$ cat config.mk
export PLATFORM = sky130hd
export DESIGN_NAME = pbl_front
export DESIGN_NICKNAME = d
export VERILOG_FILES = /design/src/hdl/pbl_pkg.sv /design/src/hdl/pbl_front.sv
export SDC_FILE = /design/constraint.sdc
export NUM_CORES = 2
export LEC_CHECK = 0
export BUFFER_PORTS_ARGS = -buffer_cell sky130_fd_sc_hd__buf_2
export CORE_AREA = 2 2 476 478
export CTS_CLUSTER_SIZE = 8
export DETAILED_ROUTE_END_ITERATION = 7
export DIE_AREA = 0 0 478 480
export GPL_TIMING_DRIVEN = 0
export PLACE_DENSITY = 0.44
export SLEW_MARGIN = 20
export SYNTH_ARGS = -nofsm -noshare
export SYNTH_HDL_FRONTEND = slang
export SYNTH_SLANG_ARGS = --single-unit
$ cat constraint.sdc
create_clock -name clk -period 7.55 [get_ports clk]
set_input_delay 1.51 -clock clk [delete_from_list [all_inputs] [get_ports clk]]
set_output_delay 1.51 -clock clk [all_outputs]
set_load 0.05 [all_outputs]
$ cat src/hdl/pbl_pkg.sv
// Shared widths, payload structs, register indexes and cell data for the belt length block.
`default_nettype none
package pbl_pkg;

	localparam int POS_BITS = 24;
	localparam int LEN_BITS = POS_BITS + 1;
	localparam int SQ_BITS  = 2 * LEN_BITS;
	localparam int REM_BITS = LEN_BITS + 2;
	localparam int IDX_BITS = 2;

	// floor(sqrt(2) * 2^POS_BITS): longest belt when both offsets are at full scale
	localparam logic [LEN_BITS-1:0] LEN_MAX = LEN_BITS'(23726566);

	typedef enum logic [IDX_BITS-1:0] {
		REG_LEFT_EDGE_X  = 2'd0,
		REG_RIGHT_EDGE_X = 2'd1,
		REG_TOP_EDGE_Y   = 2'd2
	} reg_index_t;

	typedef struct packed {
		logic signed [POS_BITS-1:0] target_x;
		logic signed [POS_BITS-1:0] target_y;
		logic signed [POS_BITS-1:0] target_z;
	} target_t;

	typedef struct packed {
		logic [LEN_BITS-1:0]        left_belt_length;
		logic [LEN_BITS-1:0]        right_belt_length;
		logic signed [POS_BITS-1:0] out_z;
	} result_t;

	// One square root in flight: radicand bits still to consume, partial remainder, partial root
	typedef struct packed {
		logic [SQ_BITS-1:0]  rad;
		logic [REM_BITS-1:0] rem;
		logic [LEN_BITS-1:0] root;
	} root_lane_t;

	typedef struct packed {
		root_lane_t          left;
		root_lane_t          right;
		logic [POS_BITS-1:0] z;
	} cell_data_t;

endpackage
`default_nettype wire

$ cat src/hdl/pbl_front.sv
// Front stages: anchor offsets and their squares, then the two radicands.
`default_nettype none
module pbl_front import pbl_pkg::*; (
	input  wire logic                clk,
	input  wire logic                arst_n,
	input  wire logic [POS_BITS-1:0] left_edge_x,
	input  wire logic [POS_BITS-1:0] right_edge_x,
	input  wire logic [POS_BITS-1:0] top_edge_y,
	input  wire logic                up_valid,
	output logic                     up_ready,
	input  wire target_t             up_data,
	output logic                     dn_valid,
	input  wire logic                dn_ready,
	output cell_data_t               dn_data
);

	logic signed [LEN_BITS-1:0] dl, dr, dy;
	logic [LEN_BITS-1:0]        ml, mr, my;
	logic                       valid_s1, valid_s2;
	logic                       ready_s1, ready_s2;
	logic [SQ_BITS-1:0]         sq_l_s1, sq_r_s1, sq_y_s1;
	logic [POS_BITS-1:0]        z_s1;
	logic [SQ_BITS:0]           sum_l, sum_r;
	cell_data_t                 data_s2;

	always_comb begin
		dl = {up_data.target_x[POS_BITS-1], up_data.target_x}
			- {left_edge_x[POS_BITS-1], left_edge_x};
		dr = {right_edge_x[POS_BITS-1], right_edge_x}
			- {up_data.target_x[POS_BITS-1], up_data.target_x};
		dy = {up_data.target_y[POS_BITS-1], up_data.target_y}
			- {top_edge_y[POS_BITS-1], top_edge_y};
		// magnitude of a LEN_BITS signed value never exceeds 2^POS_BITS, so it fits unsigned
		ml = dl[LEN_BITS-1] ? LEN_BITS'(-dl) : LEN_BITS'(dl);
		mr = dr[LEN_BITS-1] ? LEN_BITS'(-dr) : LEN_BITS'(dr);
		my = dy[LEN_BITS-1] ? LEN_BITS'(-dy) : LEN_BITS'(dy);
	end

	assign ready_s2 = !valid_s2 || dn_ready;
	assign ready_s1 = !valid_s1 || ready_s2;
	assign up_ready = ready_s1;

	always_ff @(posedge clk or negedge arst_n) begin
		if (!arst_n) begin
			valid_s1 <= 1'b0;
			valid_s2 <= 1'b0;
		end else begin
			if (ready_s1)
				valid_s1 <= up_valid;
			if (ready_s2)
				valid_s2 <= valid_s1;
		end
	end

	always_ff @(posedge clk) begin
		if (ready_s1 && up_valid) begin
			sq_l_s1 <= ml * ml;
			sq_r_s1 <= mr * mr;
			sq_y_s1 <= my * my;
			z_s1    <= up_data.target_z;
		end
		if (ready_s2 && valid_s1)
			data_s2 <= '{
				left:  '{rad: sum_l[SQ_BITS-1:0], rem: '0, root: '0},
				right: '{rad: sum_r[SQ_BITS-1:0], rem: '0, root: '0},
				z:     z_s1
			};
	end

	// each square is at most 2^(2*POS_BITS), so the sum stays below 2^SQ_BITS
	assign sum_l = {1'b0, sq_l_s1} + {1'b0, sq_y_s1};
	assign sum_r = {1'b0, sq_r_s1} + {1'b0, sq_y_s1};

	assign dn_valid = valid_s2;
	assign dn_data  = data_s2;

endmodule
`default_nettype wire

-- Yosys cells after proc, flatten, opt, wreduce, memory -nomap -nowiden
Cells that the tools add are included.
- register bits after elaboration: 300
- bits of input ports: 148
- output and inout bits: 230
- $add $sub $neg: 8
- multipliers: 3
- muxes and demuxes: 3
- reduce and logical (&&, ||, !) cells: 6
- operators by type and width (operator ; count):
    multiplier 25 x 25 -> 50 bit ; 3
    adder 50 bit ; 2
    two-way mux 25 bit ; 3
    negator 25 bit ; 3
    subtractor 24 x 24 -> 25 bit ; 3
    logical AND 1 bit ; 2
    zero test 1 bit ; 2
    logical OR 1 bit ; 2

-- Logic depth before layout (Yosys ltp)
- word-level depth: 4
- mapped depth: 42
- depth with buffers taken out: 41

-- Worst setup path after synthesis
No wires, ideal clock.
- path type: input -> register
- start: input right_edge_x[0]
- end: register sq_r_s1[47] (data pin)
- setup time: 0.264 ns
- arrival: 11.244 ns
- required time: 7.286 ns
- setup slack: -3.958 ns
- cell stages on the path: 40
- path through: inv_1 > ha_1 > fa_1 > nand3b_1 > a211o_1 > and3_1 > nor4_2 > or2_1 > o221ai_1 > or3_1 > nor2_1 > nor2_1 > xnor2_2 > inv_2 > clkbuf_1 > nand2_1 > fa_1 > inv_1 > [... 4 more ...] > inv_1 > fa_1 > inv_1 > fa_1 > inv_1 > fa_1 > ha_1 > a21o_1 > a21o_1 > a21o_1 > a311o_1 > a41oi_1 > o21ai_0 > o211ai_1 > o21ai_0 > nor2b_1 > a221oi_1 > xnor2_1
- word-level cells in the longest chain between the ends: 4
- RTL lines (element ; RTL line ; RTL):
    from (decl) ; pbl_front.sv:7 ; input wire logic [POS_BITS-1:0] right_edge_x,
    subtractor 24 x 24 -> 25 bit * ; pbl_front.sv:30 ; - {up_data.target_x[POS_BITS-1], up_data.target_x};
    negator 25 bit ; pbl_front.sv:35 ; mr = dr[LEN_BITS-1] ? LEN_BITS'(-dr) : LEN_BITS'(dr);
    two-way mux 25 bit * ; pbl_front.sv:35 ;
    multiplier 25 x 25 -> 50 bit * ; pbl_front.sv:58 ; sq_r_s1 <= mr * mr;
    to (signal assigned) ; pbl_front.sv:58 ;
    to (decl) ; pbl_front.sv:21 ; logic [SQ_BITS-1:0] sq_l_s1, sq_r_s1, sq_y_s1;
Mark *: on every way between the ends. The rest lies on a longest branch, timed or not.
A chain may end at the register's enable or synchronous reset.

-- Worst setup path in the final report
- start: input up_data[48] (netlist bit)
- end: register sq_r_s1[47] (data pin)
- word-level cells in the longest chain between the ends: 4
- RTL lines (element ; RTL line ; RTL):
    from (decl) ; pbl_front.sv:11 ; input wire target_t up_data,
    subtractor 24 x 24 -> 25 bit * ; pbl_front.sv:30 ;
    negator 25 bit ; pbl_front.sv:35 ;
    two-way mux 25 bit * ; pbl_front.sv:35 ;
    multiplier 25 x 25 -> 50 bit * ; pbl_front.sv:58 ;
Marks and branches as above.

==> flow_summary_export.csv <==
group,metric,value,unit
critical_path,cp-start-kind,"input pin",
critical_path,cp_max_fo,7,
sta,relSlewSlack,24.3,%
clock_network,cts_tree,"yes",
clock_network,cts_buffers,43,
floorplan,die_w,478,um
route,avgRoutedWirePerCell,21.4,um
floorplan,io_pins,378,
yosys,synthCells,7551,
floorplan,initial_core_util,31.8,%
global_routing,grt_overflow_total,0,
sta,fmax,0.0909,GHz
clock_network,clk_pin_slew,50,ps
placed_design,hpwlAfterDp,200,mm
global_routing,antenna_found_initial,7,
route,drc,0,
route,vias_per_cell,4.78,
cells_and_area,syn2layout_area_growth,27.5,%
floorplan,die_h,480,um
yosys,synth_top_flop_cell,"edfxtp_1",
global_routing,grt_pass1_wl,371,mm
cells_and_area,mostFrequentLayoutCells,"inv_1 (1714), fa_1 (1341), ha_1 (613)",
sta,setup-violations-final,125,
sta,fin_crit_sh,146,%
placed_design,gp_congestion,0.925,
yosys,seq_area_frac_synth,12.5,%
sta,tightestPinTransition,1120,ps
yosys,syn-cell-area,71300,um2
sta,skew,37.0,ps
critical_path,crit_type,"in -> reg",
cells_and_area,nets,10798,
outcome,violations,"setup timing",
floorplan,num_rows,174,
yosys,avgSynthCellArea,9.44,um2
sta,rsz0062_at_grt,"yes",
cells_and_area,drive_above_1_share,24.7,%
min_path,hp-class,"reg -> reg",
sta,slew_violations,0,
cells_and_area,mostFrequentLayoutCell,"inv_1",
critical_path,cpPeakStageDelay,570,ps
flow_run,drv_cap,0,
clock_network,clock_sinks,297,
sta,setup_ws,-3450,ps
route,vias,55141,
cells_and_area,fill_cells,22286,
placed_design,numPortBuffers,273,
clock_network,clock_path_buffers,3,
critical_path,end_kind,"flop",
yosys,async_reset_ff_share,0.673,%
cells_and_area,final_util,40.6,%
route,detail-route-antenna-nets,0,
yosys,yosys_warnings,0,
floorplan,core-area,224000,um2
critical_path,worstPathArrival,11320,ps
global_routing,grt_max_degree,58,
route,drtPass1Iterations,5,
critical_path,crit_path_top_delay_cell,"fa_1",
clock_network,root_buffer,"clkbuf_16",
route,routed_wl,246,mm
route,drtIter0Drc,3150,
global_routing,groute.usage.overall,21.5,%
critical_path,crit_required,7870,ps
yosys,synth_edf_count,295,
sta,period_needed,11000,ps
yosys,synth_seq_cells,297,
global_routing,grt_pass1_vias,59254,
floorplan,die-area,229000,um2
yosys,synth_cell_types,95,
clock_network,clkLatencyLatePin,600,ps
sta,hold_viol,0,
critical_path,critPathMostFrequentCell,"fa_1",
clock_network,h-tree-depth,2,
outcome,status,"finished, violations left",
==> flip-flops by register name (all words and copies together), names as in the netlist <==
signal,cells
sq_l_s1,49
sq_r_s1,49
z_s1,24
sq_y_s1,49
dn_valid,1
dn_data,124
valid_s1,1
==> what timing repair did <==
| item | in CTS | in global routing |
|---|---|---|
| hold buffers | 0 | 0 |
| gates resized for setup | 803 | 523 |
| gates cloned | 3 | 0 |
| setup buffers | 353 | 178 |
| pin swaps | 305 | 293 |
| endpoints found under the setup margin | 133 | 131 |
==> cells by family (layout without fill, tap and decap cells) <==
logic type	Yosys count	count (layout)	share of synthesized area [%]
other	2	161	0.0105
adders and majority gates	2118	2118	52.0
and+or+nand+nor	1742	1743	10.9
buffers and inverters	2146	2981	11.9
AOI/OAI and AO/OA	882	882	8.21
xor gates and xnor gates	357	357	4.45
DFF	297	297	12.5
muxes	7	7	0.105
==> cell type report <==
type	count	area, um2	share of cell area (%)
Antenna cell	3	7.51	0.00825
Timing Repair Buffer	801	6110	6.71
Inverter	1846	7110	7.81
Clock inverter	5	58.8	0.0647
Tap cell	2992	3740	4.12
Multi-Input combinational cell	5265	60900	67.0
Buffer	278	2960	3.26
Sequential cell	297	8910	9.80
Clock buffer	51	1110	1.22
==> path summary, 6_finish.rpt <==
check	start	endpoint	slack, ps	cells past startpoint
setup / recovery	up_data[48]	sq_r_s1[47]$_DFFE_PP_	-3450	44
hold / removal	z_s1[0]$_DFFE_PP_	dn_data[0]$_DFFE_PP_	410	0
setup reg to reg	sq_y_s1[2]$_DFFE_PP_	dn_data[225]$_DFFE_PP_	2140	12
hold reg to reg	z_s1[0]$_DFFE_PP_	dn_data[0]$_DFFE_PP_	410	0
max in group asynchronous	arst_n	dn_valid$_DFFE_PN0P_	6740	1
min in group asynchronous	arst_n	valid_s1$_DFFE_PN0N_	720	1
==> worst max-delay path: cells and delay by family <==
family	cells	cell delay (ps)
XOR/XNOR	2	340
adder cells (fa/ha/maj)	10	4370
AND/OR/NAND/NOR	9	1560
AO/OA/AOI/OAI	11	2270
buffers and inverters	12	1290
==> cell usage after synthesis, types with 10 or more instances <==
library cell	number	share of area [%]
a2111oi_0	11	0.14
a211oi_1	21	0.22
a21boi_0	11	0.12
a21o_1	154	1.6
a21oi_1	261	1.8
a31oi_1	43	0.38
and2_1	53	0.46
and3_1	39	0.34
buf_1	11	0.058
buf_4	104	1.1
clkbuf_1	176	0.93
edfxtp_1	295	12
fa_1	1407	39
ha_1	711	12
inv_1	1829	9.6
nand2_1	581	3.1
nand2b_1	80	0.70
nand3_1	55	0.39
nand3b_1	10	0.11
nand4_1	26	0.23
nor2_1	664	3.5
nor2b_1	50	0.44
nor3_1	61	0.43
nor4_1	24	0.21
o211ai_1	27	0.28
o21a_1	45	0.47
o21ai_0	132	0.93
o21bai_1	37	0.39
o311ai_0	10	0.12
o31a_1	12	0.15
o31ai_1	18	0.19
or2_2	28	0.25
or3_1	31	0.27
xnor2_1	244	3.0
xor2_1	108	1.3
==> layer usage <==
metal	routed length, um	track usage [%]	vias to the layer above
li1	-	-	25111
met1	106000	28.8	28419
met2	119000	36.5	1305
met3	12600	2.49	302
met4	9210	6.33	4
met5	27	0	-
==> through the flow <==
stage | hold slack [ps] | setup slack (ps) | setup TNS [ps] | std cells | instance area (um2)
after floorplan | 400 | -3310 | -246450 | 7707 | 74300
after global placement | 401 | -5630 | -672450 | 10972 | 79400
after detailed placement | 405 | -5570 | -514490 | 10981 | 79700
after CTS | 406 | -3480 | -286940 | 11381 | 87600
after global routing | 423 | -3690 | -310310 | 11536 | 90900
final | 409 | -3450 | -279290 | 11538 | 90900
Power is not shown: default switching activity piles up to over one toggle a cycle in this logic, so the estimate is an artifact.
